<file path="src/cle_pkg.sv">
// Shared types and constants for the line editor core.
// Depends on nothing; every other file but cle_ram refers to it, the testbench by import.
`timescale 1ns / 1ps

package cle_pkg;

  // Default depth of the line store, in bytes
  localparam int LINE_DEPTH_DEF = 32;

  // Field widths of the channels and the capacity register
  localparam int BYTE_W = 8;
  localparam int KIND_W = 2;
  localparam int LEN_W  = 5;
  localparam int CAP_W  = 6;

  // Capacity register value after reset
  localparam logic [CAP_W-1:0] CAP_RESET = 6'd32;

  // Result kinds
  localparam logic [KIND_W-1:0] KIND_ECHO = 2'd0;
  localparam logic [KIND_W-1:0] KIND_LINE = 2'd1;
  localparam logic [KIND_W-1:0] KIND_END  = 2'd2;

  // Character codes
  localparam logic [BYTE_W-1:0] CH_CR  = 8'h0D;
  localparam logic [BYTE_W-1:0] CH_LF  = 8'h0A;
  localparam logic [BYTE_W-1:0] CH_BS  = 8'h08;
  localparam logic [BYTE_W-1:0] CH_DEL = 8'h7F;
  localparam logic [BYTE_W-1:0] CH_SP  = 8'h20;

  // Sequencer states
  typedef enum logic [2:0] {
    S_IDLE,
    S_SP,
    S_BS2,
    S_LF,
    S_RD,
    S_END
  } cle_state_t;

endpackage

</file>
<file path="src/cle_in_if.sv">
// Input channel of the line editor: one received byte per item.
// Depends on cle_pkg for the byte width.
`timescale 1ns / 1ps

interface cle_in_if;
  logic                         valid;
  logic                         ready;
  logic [cle_pkg::BYTE_W-1:0]   rx_byte;

  modport source (output valid, output rx_byte, input ready);
  modport sink   (input valid, input rx_byte, output ready);
endinterface

</file>
<file path="src/cle_out_if.sv">
// Result channel of the line editor: echo bytes, line bytes and line end markers.
// Depends on cle_pkg for the field widths.
`timescale 1ns / 1ps

interface cle_out_if;
  logic                         valid;
  logic                         ready;
  logic [cle_pkg::KIND_W-1:0]   kind;
  logic [cle_pkg::BYTE_W-1:0]   data;
  logic [cle_pkg::LEN_W-1:0]    line_length;
  logic                         last;

  modport source (output valid, output kind, output data, output line_length,
                  output last, input ready);
  modport sink   (input valid, input kind, input data, input line_length,
                  input last, output ready);
endinterface

</file>
<file path="src/cle_ram.sv">
// Generic single-write, single-read RAM with a registered read port.
// Standalone; no package dependencies.
`timescale 1ns / 1ps

module cle_ram #(
  parameter int WIDTH = 8,
  parameter int DEPTH = 32
) (
  input  logic                     clk,
  input  logic                     we,
  input  logic [$clog2(DEPTH)-1:0] waddr,
  input  logic [WIDTH-1:0]         wdata,
  input  logic                     re,
  input  logic [$clog2(DEPTH)-1:0] raddr,
  output logic [WIDTH-1:0]         rdata
);

  logic [WIDTH-1:0] mem_r [DEPTH];
  logic [WIDTH-1:0] rdata_r;

  // write port
  always_ff @(posedge clk) begin
    if (we) begin
      mem_r[waddr] <= wdata;
    end
  end

  // read port, data holds while re is low
  always_ff @(posedge clk) begin
    if (re) begin
      rdata_r <= mem_r[raddr];
    end
  end

  assign rdata = rdata_r;

endmodule

</file>
<file path="src/cle_ctrl.sv">
// Line editor sequencer: decodes received bytes, keeps the line in cle_ram,
// and drives the result register. Depends on cle_pkg, cle_in_if, cle_out_if, cle_ram.
`timescale 1ns / 1ps

module cle_ctrl #(
  parameter int LINE_DEPTH = cle_pkg::LINE_DEPTH_DEF
) (
  input  logic                      clk,
  input  logic                      rst_n,
  input  logic [cle_pkg::CAP_W-1:0] capacity,
  cle_in_if.sink                    in_ch,
  cle_out_if.source                 out_ch
);

  localparam int PW    = $clog2(LINE_DEPTH);
  localparam int CMP_W = ((cle_pkg::CAP_W > PW) ? cle_pkg::CAP_W : PW) + 1;

  cle_pkg::cle_state_t state_r, state_nxt;
  logic [PW-1:0]       fill_r, fill_nxt;
  logic [PW-1:0]       rd_r, rd_nxt;
  logic                drop_r, drop_nxt;

  // result register
  logic                        out_valid_r;
  logic [cle_pkg::KIND_W-1:0]  kind_r;
  logic [cle_pkg::BYTE_W-1:0]  data_r;
  logic [cle_pkg::LEN_W-1:0]   len_r;
  logic                        last_r;

  logic                        emit;
  logic [cle_pkg::KIND_W-1:0]  e_kind;
  logic [cle_pkg::BYTE_W-1:0]  e_data;
  logic [cle_pkg::LEN_W-1:0]   e_len;
  logic                        e_last;

  // store ports
  logic                        ram_we;
  logic                        ram_re;
  logic [PW-1:0]               ram_raddr;
  logic [cle_pkg::BYTE_W-1:0]  ram_rdata;

  // decode and limit
  logic                        out_free;
  logic                        accept;
  logic [cle_pkg::BYTE_W-1:0]  ch;
  logic                        is_cr, is_eol, is_bs, swallow;
  logic [CMP_W-1:0]            cap_ext, cap_clip, keep_lim;
  logic                        can_keep;
  logic [PW:0]                 rd_inc;

  assign out_free = !out_valid_r || out_ch.ready;
  assign in_ch.ready = (state_r == cle_pkg::S_IDLE) && out_free;
  assign accept = in_ch.valid && in_ch.ready;
  assign ch = in_ch.rx_byte;

  assign is_cr   = (ch == cle_pkg::CH_CR);
  assign is_eol  = is_cr || (ch == cle_pkg::CH_LF);
  assign is_bs   = (ch == cle_pkg::CH_BS) || (ch == cle_pkg::CH_DEL);
  assign swallow = drop_r && (ch == cle_pkg::CH_LF);

  // bytes kept at most: min(capacity, depth) - 1, none for zero capacity
  assign cap_ext  = CMP_W'(capacity);
  assign cap_clip = (cap_ext > CMP_W'(LINE_DEPTH)) ? CMP_W'(LINE_DEPTH) : cap_ext;
  assign keep_lim = (cap_clip == '0) ? '0 : cap_clip - 1'b1;
  assign can_keep = CMP_W'(fill_r) < keep_lim;

  assign rd_inc = {1'b0, rd_r} + 1'b1;

  // line store; writes happen only on accept in idle and reads only during
  // readout, so the two never touch the same entry in one cycle
  cle_ram #(
    .WIDTH (cle_pkg::BYTE_W),
    .DEPTH (LINE_DEPTH)
  ) u_store (
    .clk   (clk),
    .we    (ram_we),
    .waddr (fill_r),
    .wdata (ch),
    .re    (ram_re),
    .raddr (ram_raddr),
    .rdata (ram_rdata)
  );

  // state register
  always_ff @(posedge clk) begin
    if (!rst_n) begin
      state_r <= cle_pkg::S_IDLE;
      fill_r  <= '0;
      rd_r    <= '0;
      drop_r  <= 1'b0;
    end else begin
      state_r <= state_nxt;
      fill_r  <= fill_nxt;
      rd_r    <= rd_nxt;
      drop_r  <= drop_nxt;
    end
  end

  // next state and result selection
  always_comb begin
    state_nxt = state_r;
    fill_nxt  = fill_r;
    rd_nxt    = rd_r;
    drop_nxt  = drop_r;
    emit      = 1'b0;
    e_kind    = cle_pkg::KIND_ECHO;
    e_data    = '0;
    e_len     = '0;
    e_last    = 1'b0;
    ram_we    = 1'b0;
    ram_re    = 1'b0;
    ram_raddr = rd_r;
    unique case (state_r)
      cle_pkg::S_IDLE: begin
        if (accept) begin
          drop_nxt = 1'b0;
          if (swallow) begin
            // LF right after a CR line end: nothing to do
          end else if (is_eol) begin
            drop_nxt  = is_cr;
            emit      = 1'b1;
            e_data    = cle_pkg::CH_CR;
            state_nxt = cle_pkg::S_LF;
          end else if (is_bs) begin
            if (fill_r != '0) begin
              fill_nxt  = fill_r - 1'b1;
              emit      = 1'b1;
              e_data    = cle_pkg::CH_BS;
              state_nxt = cle_pkg::S_SP;
            end
          end else if (can_keep) begin
            ram_we   = 1'b1;
            fill_nxt = fill_r + 1'b1;
            emit     = 1'b1;
            e_data   = ch;
            e_last   = 1'b1;
          end
        end
      end
      cle_pkg::S_SP: begin
        if (out_free) begin
          emit      = 1'b1;
          e_data    = cle_pkg::CH_SP;
          state_nxt = cle_pkg::S_BS2;
        end
      end
      cle_pkg::S_BS2: begin
        if (out_free) begin
          emit      = 1'b1;
          e_data    = cle_pkg::CH_BS;
          e_last    = 1'b1;
          state_nxt = cle_pkg::S_IDLE;
        end
      end
      cle_pkg::S_LF: begin
        if (out_free) begin
          emit   = 1'b1;
          e_data = cle_pkg::CH_LF;
          rd_nxt = '0;
          if (fill_r == '0) begin
            state_nxt = cle_pkg::S_END;
          end else begin
            ram_re    = 1'b1;
            ram_raddr = '0;
            state_nxt = cle_pkg::S_RD;
          end
        end
      end
      cle_pkg::S_RD: begin
        // read data was fetched in the previous step and holds while stalled
        if (out_free) begin
          emit   = 1'b1;
          e_kind = cle_pkg::KIND_LINE;
          e_data = ram_rdata;
          rd_nxt = rd_inc[PW-1:0];
          if (rd_inc == {1'b0, fill_r}) begin
            state_nxt = cle_pkg::S_END;
          end else begin
            ram_re    = 1'b1;
            ram_raddr = rd_inc[PW-1:0];
          end
        end
      end
      cle_pkg::S_END: begin
        if (out_free) begin
          emit      = 1'b1;
          e_kind    = cle_pkg::KIND_END;
          e_len     = cle_pkg::LEN_W'(fill_r);
          e_last    = 1'b1;
          fill_nxt  = '0;
          state_nxt = cle_pkg::S_IDLE;
        end
      end
      default: begin
        state_nxt = cle_pkg::S_IDLE;
      end
    endcase
  end

  // result register valid
  always_ff @(posedge clk) begin
    if (!rst_n) begin
      out_valid_r <= 1'b0;
    end else if (emit) begin
      out_valid_r <= 1'b1;
    end else if (out_ch.ready) begin
      out_valid_r <= 1'b0;
    end
  end

  // result register payload
  always_ff @(posedge clk) begin
    if (emit) begin
      kind_r <= e_kind;
      data_r <= e_data;
      len_r  <= e_len;
      last_r <= e_last;
    end
  end

  assign out_ch.valid       = out_valid_r;
  assign out_ch.kind        = kind_r;
  assign out_ch.data        = data_r;
  assign out_ch.line_length = len_r;
  assign out_ch.last        = last_r;

`ifndef SYNTH
  // fill position never passes the last store entry
  a_fill_range: assert property (@(posedge clk) disable iff (!rst_n)
    fill_r <= PW'(LINE_DEPTH - 1))
    else $error("fill position beyond store depth");

  // readout index stays below the fill position
  a_rd_range: assert property (@(posedge clk) disable iff (!rst_n)
    (state_r == cle_pkg::S_RD) |-> (rd_r < fill_r))
    else $error("readout index past line end");

  // a line end marker always closes its item
  a_end_last: assert property (@(posedge clk) disable iff (!rst_n)
    (out_valid_r && kind_r == cle_pkg::KIND_END) |-> last_r)
    else $error("line end marker without last");

  // an erase on a non-empty line leads into the space echo
  a_bs_seq: assert property (@(posedge clk) disable iff (!rst_n)
    (accept && is_bs && !swallow && fill_r != '0) |=> (state_r == cle_pkg::S_SP))
    else $error("erase sequence not started");

  // a result is never overwritten while it waits
  a_no_overrun: assert property (@(posedge clk) disable iff (!rst_n)
    (out_valid_r && !out_ch.ready) |=> (out_valid_r && $stable(data_r)))
    else $error("waiting result lost");
`endif

endmodule

</file>
<file path="src/line_editor_echo_crlf_core.sv">
// Line editor core for a serial terminal in cooked mode.
//
// in_ch  : one received byte per item (valid/ready).
// out_ch : result items: echo bytes (kind 0), kept line bytes (kind 1) and a
//          line end marker (kind 2) with the line length; last marks the final
//          result caused by one received byte.
// cfg_we / cfg_wdata : writes the line capacity register (reset 32); at most
//          capacity-1 bytes, and at most LINE_DEPTH-1, are kept.
// Timing: every result passes one output register, so the first result of an
//   item appears in the cycle after it is accepted. A kept byte gives one echo
//   result and an ignored byte none. An erase gives three echo results. A
//   line end gives CR, LF, one store read per kept byte through the single
//   read port of the line store, then the end marker.
//   Input is held off until the last result of an item has been loaded.
// Stall: when out_ch.ready is low the waiting result and the sequencer hold;
//   a new byte is taken only once the output register can take its result.
// Reset: synchronous, active low; empties the line, clears the CR flag and
//   the output valid, and loads capacity 32. No clearing pass is needed.
// Depends on cle_pkg, cle_in_if, cle_out_if, cle_ram, cle_ctrl.
`timescale 1ns / 1ps

module line_editor_echo_crlf_core #(
  parameter int LINE_DEPTH = cle_pkg::LINE_DEPTH_DEF
) (
  input  logic                      clk,
  input  logic                      rst_n,
  input  logic                      cfg_we,
  input  logic [cle_pkg::CAP_W-1:0] cfg_wdata,
  cle_in_if.sink                    in_ch,
  cle_out_if.source                 out_ch
);

  logic [cle_pkg::CAP_W-1:0] capacity_r;

  // capacity register
  always_ff @(posedge clk) begin
    if (!rst_n) begin
      capacity_r <= cle_pkg::CAP_RESET;
    end else if (cfg_we) begin
      capacity_r <= cfg_wdata;
    end
  end

  cle_ctrl #(
    .LINE_DEPTH (LINE_DEPTH)
  ) u_ctrl (
    .clk      (clk),
    .rst_n    (rst_n),
    .capacity (capacity_r),
    .in_ch    (in_ch),
    .out_ch   (out_ch)
  );

endmodule

</file>
<file path="src/flat_wrapper.sv">
// flat-port wrapper written by rule: the top's interface ports become plain ports
module line_editor_echo_crlf_core_flat 
#(
  parameter int LINE_DEPTH = cle_pkg::LINE_DEPTH_DEF
)
  (clk, rst_n, cfg_we, cfg_wdata, in_ch_valid, in_ch_rx_byte, in_ch_ready, out_ch_valid, out_ch_kind, out_ch_data, out_ch_line_length, out_ch_last, out_ch_ready);
  cle_in_if in_ch_i ();
  cle_out_if out_ch_i ();
  input  logic clk;
  input  logic rst_n;
  input  logic cfg_we;
  input  logic [cle_pkg::CAP_W-1:0] cfg_wdata;
  input wire logic [$bits(in_ch_i.valid)-1:0] in_ch_valid;
  input wire logic [$bits(in_ch_i.rx_byte)-1:0] in_ch_rx_byte;
  output wire logic [$bits(in_ch_i.ready)-1:0] in_ch_ready;
  output wire logic [$bits(out_ch_i.valid)-1:0] out_ch_valid;
  output wire logic [$bits(out_ch_i.kind)-1:0] out_ch_kind;
  output wire logic [$bits(out_ch_i.data)-1:0] out_ch_data;
  output wire logic [$bits(out_ch_i.line_length)-1:0] out_ch_line_length;
  output wire logic [$bits(out_ch_i.last)-1:0] out_ch_last;
  input wire logic [$bits(out_ch_i.ready)-1:0] out_ch_ready;
  assign in_ch_i.valid = in_ch_valid;
  assign in_ch_i.rx_byte = in_ch_rx_byte;
  assign in_ch_ready = in_ch_i.ready;
  assign out_ch_valid = out_ch_i.valid;
  assign out_ch_kind = out_ch_i.kind;
  assign out_ch_data = out_ch_i.data;
  assign out_ch_line_length = out_ch_i.line_length;
  assign out_ch_last = out_ch_i.last;
  assign out_ch_i.ready = out_ch_ready;
  line_editor_echo_crlf_core #(.LINE_DEPTH(LINE_DEPTH)) u_core (.clk(clk), .rst_n(rst_n), .cfg_we(cfg_we), .cfg_wdata(cfg_wdata), .in_ch(in_ch_i), .out_ch(out_ch_i));
endmodule
</file>
<file path="config.mk">
export PLATFORM = sky130hd
export DESIGN_NAME = line_editor_echo_crlf_core_flat
export DESIGN_NICKNAME = d
export VERILOG_FILES = /design/src/cle_pkg.sv /design/src/cle_in_if.sv /design/src/cle_out_if.sv /design/src/cle_ram.sv /design/src/cle_ctrl.sv /design/src/line_editor_echo_crlf_core.sv /design/src/flat_wrapper.sv
export SDC_FILE = /design/constraint.sdc
export NUM_CORES = 1
export LEC_CHECK = 0
export BUFFER_PORTS_ARGS = -buffer_cell sky130_fd_sc_hd__buf_2
export CAP_MARGIN = 20
export CORE_UTILIZATION = 60
export CTS_CLUSTER_SIZE = 24
export DETAILED_ROUTE_END_ITERATION = 10
export GPL_TIMING_DRIVEN = 0
export PLACE_DENSITY = 0.83
export SLEW_MARGIN = 20
export SYNTH_ARGS = -nofsm -noshare
export SYNTH_HDL_FRONTEND = slang
export SYNTH_SLANG_ARGS = --single-unit
</file>
<file path="constraint.sdc">
create_clock -name clk -period 5.35 [get_ports clk]
set_input_delay 0.535 -clock clk [delete_from_list [all_inputs] [get_ports clk]]
set_output_delay 0.535 -clock clk [all_outputs]
set_load 0.01 [all_outputs]
</file>
==> results of run 1 <==
==> state kept, by name, indices dropped and copies added (netlist names), 3 cells and up <==
| signal | flops |
|---|---|
| u_core.u_ctrl.u_store.mem_r | 256 |
| u_core.u_ctrl.out_ch.data | 8 |
| u_core.u_ctrl.u_store.rdata | 8 |
| u_core.capacity_r | 6 |
| u_core.u_ctrl.fill_r | 5 |
| u_core.u_ctrl.out_ch.line_length | 5 |
| u_core.u_ctrl.rd_r | 5 |
| u_core.u_ctrl.state_r | 3 |
==> final cells by class <==
class	instances	area [µm²]	share of cell area, %
flip-flops and latches	301	8830	60.3
well taps	275	344	2.35
inverters	20	75.1	0.513
clock buffers	33	741	5.06
repair buffers	38	199	1.36
plain buffers	46	290	1.98
multi-input cells	554	4000	27.3
clock inverters	20	165	1.13
==> cells in the final DEF, fill, tap and decap left out, types with 10 or more instances in the layout <==
cell type | synthesis | final
inv_1 | 19 | 19
nand3_1 | 58 | 58
a21oi_1 | 28 | 28
nand2_1 | 111 | 111
nor2_1 | 54 | 51
nand2b_1 | 10 | 10
dfxtp_1 | 21 | 21
buf_2 | 13 | 49
clkbuf_16 | 0 | 29
mux4_2 | 30 | 30
a31oi_1 | 10 | 10
ha_1 | 10 | 10
buf_4 | 11 | 12
clkbuf_1 | 13 | 17
nor2b_1 | 26 | 26
mux2i_1 | 45 | 45
o21ai_0 | 13 | 13
edfxtp_1 | 280 | 280
==> metrics by stage <==
step / setup WS [ns] / hold WS (ns) / power [µW]
final: 0.216 / 0.192 / 4820
after global routing: -0.0297 / 0.215 / 4940
after CTS: 0.246 / 0.185 / 4820
after detailed placement: 0.282 / 0.520 / 2910
after global placement: 0.0726 / 0.488 / 2890
after floorplan: 1.11 / 0.471 / 2790
==> where the power goes <==
| group | total [µW] | switching, µW | internal, µW | leakage, µW |
|---|---|---|---|---|
| registers | 2620 | 13.1 | 2610 | 0.00271 |
| logic | 234 | 166 | 67.9 | 0.00181 |
| clock network | 1960 | 867 | 1090 | 0.000445 |
| total | 4820 | 1050 | 3770 | 0.00496 |
==> worst max-delay path: cells and delay by family, from the launching register on <==
family / cells / cell delay [ns]
AOI/OAI and AO/OA: 6 / 1.02
and+or+nand+nor: 6 / 2.69
adders and majority gates: 2 / 0.45
DFF: 1 / 0.45
buffers and inverters: 1 / 0.15
==> per-layer routing <==
layer,vias up,GRT usage (%),share of wire (%)
met5,-,0,0.025
li1,3700,-,-
met1,4110,41.9,39
met3,102,4.79,10
met2,525,44.5,46
met4,2,13.6,4.9
==> cells by family after synthesis <==
kind of cell,after synthesis,share of synthesized area [%]
simple gates,316,11.7
flops,301,67.0
compound gates,145,8.42
mux,75,8.55
buf+inv,66,2.77
fa+ha+maj,11,1.10
xor+xnor,7,0.465
==> final timing paths <==
kind / start / endpoint / cells past startpoint
min: cfg_wdata[5] / u_core.capacity_r[5]$_SDFFE_PN1P_ / 3
min reg2reg: u_core.u_ctrl.drop_r$_SDFFE_PN0P_ / u_core.u_ctrl.drop_r$_SDFFE_PN0P_ / 2
max reg2reg: u_core.capacity_r[5]$_SDFFE_PN1P_ / u_core.u_ctrl.u_store.mem_r[11][7]$_DFFE_PP_ / 15
max: u_core.capacity_r[5]$_SDFFE_PN1P_ / u_core.u_ctrl.u_store.mem_r[11][7]$_DFFE_PP_ / 15
==> repair_timing <==
item                                    CTS  global route
hold buffers                              0             0
endpoints found under the setup margin    0            18
gates resized for setup                   0             3
==> results.sh, run 1 <==
export IMPL_utilization_pct=68.8
export IMPL_critPathMaxStageDelay_ns=0.84
export IMPL_viasPerCell=6.56
export IMPL_pin_count=37
export IMPL_cp_max_fo=10
export IMPL_nets=1020
export IMPL_ys_ff_latch=301
export IMPL_drc_errors=0
export IMPL_cts_root_buf="clkbuf_16"
export IMPL_numCtsBuffers=29
export IMPL_synth_area_per_cell_um2=14.3
export IMPL_yosys_warnings=0
export IMPL_syn_area_mm2=0.0132
export IMPL_hpwl_um=21100
export IMPL_drt_pass1_iter_count=6
export IMPL_syn_to_final_growth_pct=11.1
export IMPL_ys_top_cells_by_area="edfxtp_1, mux4_2, mux2i_1"
export IMPL_placedInstanceArea_mm2=0.0137
export IMPL_coreArea_mm2=0.0213
export IMPL_crit_arrival_ns=5.32
export IMPL_cap_viol_max_count=0
export IMPL_cts_max_path_buffers=3
export IMPL_n_fill_cell=1405
export IMPL_cts_setup_buffers=0
export IMPL_clk_transition_reported_paths_ns=0.06
export IMPL_vdd_ir_drop_max_uv=305
export IMPL_wl_um=31700
export IMPL_ys_top_cells_by_count="edfxtp_1, nand2_1, nand3_1, nor2_1, mux2i_1"
export IMPL_start_util_pct=61.9
export IMPL_fin_cells=1287
export IMPL_rsz0062_at_grt="yes"
export IMPL_path_cells="inv_1 -> nand2_1 -> ha_1 -> or4b_1 -> a21oi_1 -> nor2_1 -> a31oi_1 -> ha_1 -> o21a_1 -> o21a_1 -> o21a_1 -> o22a_1 -> nor4_4 -> nand3_1 -> nor2_1"
export IMPL_htree_levels=1
export IMPL_insertion_delay_ns=0.56
export IMPL_yosysUniqueCellTypes=68
export IMPL_drt_wirelength_per_cell_um=24.6
export IMPL_cp_slowest_cell="nor2_1"
export IMPL_port_buffers=35
export IMPL_ys_flop_type="edfxtp_1"
export IMPL_synth_async_reset_ratio_pct=0
export IMPL_synth_edff_count=280
export IMPL_grt_pass1_wl_um=48000
export IMPL_end_kind="register"
export IMPL_track_usage_pct=29.3
export IMPL_worst_setup_path_start_kind="register"
export IMPL_outcome="finished, final reports clean"
export IMPL_period_share_pct=96.0
export IMPL_cts_tree="built"
export IMPL_hp_class="input pin to register"
export IMPL_grt_ovfl_total=0
export IMPL_p_leak_uw=0.00496
export IMPL_synth_most_common_cell="edfxtp_1"
export IMPL_setup_tns_final_ns=0
export IMPL_final_area_mm2=0.0146
export IMPL_crit_type="register to register"
export IMPL_cts_sinks=301
export IMPL_synth_top_area_cell="edfxtp_1"
export IMPL_antenna_cells=0
export IMPL_grt_pass1_vias=8042
export IMPL_fp_row_count=53
export IMPL_slew_headroom_pct=27.0
export IMPL_drive_above_1_share_pct=16.0
export IMPL_dieArea_mm2=0.0226
export IMPL_period_minus_slack_ns=5.13
export IMPL_die_w_um=150
export IMPL_place_gp_congestion=0.974
export IMPL_powerDensity_mw_per_mm2=329
export IMPL_reg2reg_slack_ns=0.22
export IMPL_yosysSeqAreaShare_pct=67.0
export IMPL_drt_iter0_drc=934
export IMPL_syn_num_nets=951
export IMPL_cpMostUsedCell="o21a_1"
export IMPL_maxSlewViolCount=0
export IMPL_antenna_left=0
export IMPL_worst_pin_slew_ns=1.09
export IMPL_numPlacedInstances=1234
export IMPL_crit_required_ns=5.54
export IMPL_vias=8439
export IMPL_hold_violations=0
export IMPL_grt_max_degree=39
export IMPL_fin_skew_ns=0.00793
export IMPL_max_freq_mhz=195
export IMPL_die_y_um=150
export IMPL_syn_inst=921
export IMPL_setup_viol=0
export IMPL_synth_top_area_share_pct=63.8
export IMPL_antenna_found_initial=1
(Power assumes the default switching activity.)
==> inputs of run 2 (changes only) <==
- PLACE_DENSITY: 0.83 -> 0.88
==> results.sh, run 2 (synthesized netlist as in run 1, its figures left out) <==
export IMPL_grt_ovfl_total=0
export IMPL_largest_register="u_core.u_ctrl.u_store.mem_r"
export IMPL_drc_errors=0
export IMPL_drt_pass1_iter_count=6
export IMPL_max_freq_mhz=198
export IMPL_crit_type="register to register"
export IMPL_worst_pin_slew_ns=1.16
export IMPL_drive_above_1_share_pct=16.3
export IMPL_p_leak_uw=0.00497
export IMPL_place_gp_congestion=0.985
export IMPL_placedInstanceArea_mm2=0.0137
export IMPL_setup_viol=0
export IMPL_cts_tree="built"
export IMPL_cp_max_fo=10
export IMPL_slew_headroom_pct=22.5
export IMPL_cts_resized_gates=0
export IMPL_port_buffers=35
export IMPL_antenna_found_initial=0
export IMPL_powerDensity_mw_per_mm2=329
export IMPL_period_share_pct=94.6
export IMPL_hold_violations=0
export IMPL_track_usage_pct=29.8
export IMPL_rsz0062_at_grt="no"
export IMPL_timing_final_ws_setup_ns=0.288
export IMPL_power_total_uw=4830
export IMPL_fin_skew_ns=0.0146
export IMPL_antenna_left=0
export IMPL_n_fill_cell=1364
export IMPL_hpwl_um=21300
export IMPL_die_w_um=150
export IMPL_drt_wirelength_per_cell_um=25.0
export IMPL_period_minus_slack_ns=5.06
export IMPL_final_cell_mix="edfxtp_1, nand2_1, nand3_1"
export IMPL_vdd_ir_drop_max_uv=306
export IMPL_viasPerCell=6.62
export IMPL_syn_to_final_growth_pct=11.3
export IMPL_numCtsBuffers=30
export IMPL_setup_tns_final_ns=0
export IMPL_nets=1021
export IMPL_coreArea_mm2=0.0213
export IMPL_antenna_cells=0
export IMPL_grt_pass1_vias=8235
export IMPL_layout_commonest_cell="edfxtp_1"
export IMPL_maxSlewViolCount=0
export IMPL_insertion_delay_ns=0.57
export IMPL_drt_iter0_drc=1063
export IMPL_grt_max_degree=39
export IMPL_htree_levels=1
export IMPL_final_area_mm2=0.0147
export IMPL_dieArea_mm2=0.0226
export IMPL_cts_max_path_buffers=3
export IMPL_fp_row_count=53
export IMPL_vias=8538
export IMPL_cts_sinks=301
export IMPL_pin_count=37
export IMPL_dpl_worst_slack_ns=0.373
export IMPL_crit_required_ns=5.55
export IMPL_hold_buffers=0
export IMPL_hp_class="input pin to register"
export IMPL_wl_um=32300
export IMPL_largest_reg_flops=256
export IMPL_crit_arrival_ns=5.26
export IMPL_cts_root_buf="clkbuf_16"
export IMPL_cts_setup_buffers=0
export IMPL_worst_setup_path_start_kind="register"
export IMPL_outcome="finished, final reports clean"
export IMPL_grt_pass1_wl_um=48600
export IMPL_end_kind="register"
export IMPL_cap_viol_max_count=0
export IMPL_start_util_pct=61.9
export IMPL_die_y_um=150
export IMPL_clk_transition_reported_paths_ns=0.06
export IMPL_hold_ws_ns=0.189
==> run 2: cell types whose count changed in the layout (fill, tap and decap cells not counted), sizes merged <==
cell	change
bufinv	-2
clkbuf	+8
inv	-1
clkinv	-3
clkinvlp	+1
==> run 2: where the power goes <==
group	internal (µW)	switching [µW]	leakage (µW)
clock network	1090	880	0.000456
logic	68.0	167	0.00181
registers	2610	12.9	0.00271
==> run 2: critical path, stage by stage (launching register included) <==
cell     delay, ns
dfxtp_1       0.46
inv_1         0.15
nand2_1       0.12
ha_1          0.20
or4b_1        0.51
a21oi_1       0.19
nor2_1        0.06
a31oi_1       0.15
ha_1          0.25
o21a_1        0.11
o21a_1        0.17
o21a_1        0.17
o22a_1        0.26
nor4_4        0.57
nand3_1       0.57
nor2_1        0.76
==> run 2: metal layers <==
| layer | part of all wire (%) | up-vias | global-route usage, % |
|---|---|---|---|
| met3 | 11 | 109 | 6.27 |
| met1 | 38 | 4198 | 41.0 |
| met5 | 0 | - | 0 |
| li1 | - | 3695 | - |
| met2 | 46 | 536 | 45.8 |
| met4 | 5.0 | 0 | 13.7 |
==> run 2: worst paths after layout <==
kind | to | cells past startpoint | slack, ns | from
max | u_core.u_ctrl.u_store.mem_r[19][3]$_DFFE_PP_ | 15 | 0.29 | u_core.capacity_r[5]$_SDFFE_PN1P_
min | u_core.capacity_r[5]$_SDFFE_PN1P_ | 3 | 0.19 | cfg_wdata[5]
max reg2reg | u_core.u_ctrl.u_store.mem_r[19][3]$_DFFE_PP_ | 15 | 0.29 | u_core.capacity_r[5]$_SDFFE_PN1P_
min reg2reg | u_core.u_ctrl.drop_r$_SDFFE_PN0P_ | 2 | 0.52 | u_core.u_ctrl.drop_r$_SDFFE_PN0P_
==> run 2: cell type report <==
cell class | count | area (µm²) | area share, %
Clock buffer | 41 | 832 | 5.67
Tap cell | 275 | 344 | 2.35
Multi-Input combinational cell | 554 | 4000 | 27.3
Clock inverter | 15 | 100 | 0.682
Timing Repair Buffer | 38 | 199 | 1.36
Sequential cell | 301 | 8830 | 60.2
Inverter | 20 | 75.1 | 0.512
Buffer | 46 | 290 | 1.98
==> run 2: stage by stage <==
| stage | utilization, % | instances |
|---|---|---|
| floorplan | - | 921 |
| detailed placement | 64.5 | 1234 |
| global placement | 64.3 | 1231 |
| CTS | 68.9 | 1290 |
| global route | 68.9 | 1290 |
| finish | 68.9 | 1290 |
==> inputs of run 3 (changes only) <==
- BUFFER_PORTS_ARGS: -buffer_cell sky130_fd_sc_hd__buf_2 -> -buffer_cell sky130_fd_sc_hd__buf_4
==> results.sh, run 3 (synthesized netlist as in run 1, its figures left out) <==
export IMPL_final_cell_mix="edfxtp_1, nand2_1, nand3_1"
export IMPL_drt_wirelength_per_cell_um=24.4
export IMPL_whs_endpoint="u_core.capacity_r[5]$_SDFFE_PN1P_"
export IMPL_placedInstanceArea_mm2=0.0138
export IMPL_max_freq_mhz=194
export IMPL_hp_class="input pin to register"
export IMPL_hold_depth=3
export IMPL_numCtsBuffers=30
export IMPL_fin_skew_ns=0.0169
export IMPL_cp_slowest_cell="nor2_1"
export IMPL_nets=1021
export IMPL_coreArea_mm2=0.0213
export IMPL_drive_above_1_share_pct=16.5
export IMPL_antenna_found_initial=3
export IMPL_crit_required_ns=5.55
export IMPL_die_y_um=150
export IMPL_rr_startpoint="u_core.capacity_r[5]$_SDFFE_PN1P_"
export IMPL_antenna_left=0
export IMPL_fp_row_count=53
export IMPL_outcome="finished, final reports clean"
export IMPL_worst_setup_path_start_kind="register"
export IMPL_worst_pin_slew_ns=1.08
export IMPL_drt_iter0_drc=1090
export IMPL_rsz0062_at_grt="yes"
export IMPL_cts_root_buf="clkbuf_16"
export IMPL_cts_tree="built"
export IMPL_pin_count=37
export IMPL_grt_pass1_vias=8109
export IMPL_largest_reg_flops=256
export IMPL_setup_viol=0
export IMPL_drt_pass1_iter_count=7
export IMPL_r2r_worst_path_cells=15
export IMPL_wl_um=31400
export IMPL_maxSlewViolCount=0
export IMPL_reg2reg_slack_ns=0.19
export IMPL_viasPerCell=6.58
export IMPL_clk_transition_reported_paths_ns=0.06
export IMPL_largest_register="u_core.u_ctrl.u_store.mem_r"
export IMPL_period_share_pct=96.4
export IMPL_grt_pass1_wl_um=47300
export IMPL_hold_violations=0
export IMPL_insertion_delay_ns=0.58
export IMPL_end_kind="register"
export IMPL_track_usage_pct=28.9
export IMPL_crit_type="register to register"
export IMPL_layout_commonest_cell="edfxtp_1"
export IMPL_reg2reg_to="u_core.u_ctrl.u_store.mem_r[17][7]$_DFFE_PP_"
export IMPL_cts_max_path_buffers=3
export IMPL_grt_ovfl_total=0
export IMPL_p_leak_uw=0.00502
export IMPL_final_area_mm2=0.0148
export IMPL_cp_max_fo=10
export IMPL_syn_to_final_growth_pct=12.6
export IMPL_slew_headroom_pct=27.6
export IMPL_cpMostUsedCell="o21a_1"
export IMPL_utilization_pct=69.7
export IMPL_hp_start="cfg_wdata[5]"
export IMPL_powerDensity_mw_per_mm2=336
export IMPL_htree_levels=1
export IMPL_cts_sinks=301
export IMPL_n_fill_cell=1357
export IMPL_hpwl_um=21000
export IMPL_crit_arrival_ns=5.36
export IMPL_path_cells="inv_1 -> nand2_1 -> ha_1 -> or4b_1 -> a21oi_1 -> nor2_1 -> a31oi_1 -> ha_1 -> o21a_1 -> o21a_1 -> o21a_1 -> o22a_1 -> nor4_4 -> nand3_1 -> nor2_1"
export IMPL_critPathMaxStageDelay_ns=0.85
export IMPL_dieArea_mm2=0.0226
export IMPL_vias=8487
export IMPL_grt_max_degree=39
export IMPL_start_util_pct=61.9
export IMPL_port_buffers=35
export IMPL_place_gp_congestion=0.979
export IMPL_period_minus_slack_ns=5.16
export IMPL_cts_setup_buffers=0
export IMPL_setup_tns_final_ns=0
export IMPL_drc_errors=0
export IMPL_vdd_ir_drop_max_uv=306
export IMPL_cap_viol_max_count=0
export IMPL_die_w_um=150
[run 3: worst max path at each step]
stage	to	cells after the start	slack, ns	start
floorplan	u_core.u_ctrl.u_store.mem_r[1][0]$_DFFE_PP_	15	1.11	u_core.capacity_r[5]$_SDFFE_PN1P_
global placement	u_core.u_ctrl.u_store.mem_r[1][3]$_DFFE_PP_	15	0.09	u_core.capacity_r[5]$_SDFFE_PN1P_
detailed placement	u_core.u_ctrl.u_store.mem_r[17][4]$_DFFE_PP_	15	0.34	u_core.capacity_r[5]$_SDFFE_PN1P_
CTS	u_core.u_ctrl.u_store.mem_r[17][7]$_DFFE_PP_	15	0.28	u_core.capacity_r[5]$_SDFFE_PN1P_
global route	u_core.u_ctrl.u_store.mem_r[17][7]$_DFFE_PP_	15	-0.06	u_core.capacity_r[5]$_SDFFE_PN1P_
finish	u_core.u_ctrl.u_store.mem_r[17][7]$_DFFE_PP_	15	0.19	u_core.capacity_r[5]$_SDFFE_PN1P_
[run 3: layer usage]
layer / vias to the layer above / GRT usage [%] / wire length [µm]
met2: 583 / 44.4 / 14500
met5: - / 0 / 23
met3: 109 / 5.97 / 3470
li1: 3697 / - / -
met1: 4094 / 39.8 / 11900
met4: 4 / 13.9 / 1610
[run 3: report_power, final]
group	internal [µW]	switching (µW)	total, µW
Combinational	78.5	166	245
Sequential	2610	13.7	2620
Clock	1220	896	2120
[run 3: worst max-delay path: cells and delay by family (launching register included)]
family / cells / cell delay (ns)
buffers and inverters: 1 / 0.15
AO/OA/AOI/OAI: 6 / 1.04
adder cells (fa/ha/maj): 2 / 0.45
flip-flops: 1 / 0.46
AND/OR/NAND/NOR: 6 / 2.68
[run 3: timing repair]
item	4_1_cts	5_1_grt
gates resized for setup	0	3
endpoints found under the setup margin	0	43
hold buffers	0	0
[run 3: area by class of cell]
class	count	area, µm²	share of cell area, %
multi-input combinational	554	4000	27.0
inverter	20	75.1	0.506
timing repair buffer	38	287	1.93
antenna	1	2.50	0.0169
buffer	46	290	1.96
clock inverter	24	249	1.68
clock buffer	31	754	5.09
tap	275	344	2.32
sequential	301	8830	59.5
[run 3: per-stage QoR]
step                      setup slack (ns)  total power, µW  hold WS [ns]  instances
final                                0.191             4990         0.190       1290
after global routing               -0.0574             5090         0.235       1289
after CTS                            0.278             4990         0.181       1289
after detailed placement             0.339             2910         0.503       1234
after global placement              0.0913             2900         0.490       1231
after floorplan                       1.11             2790         0.471        921
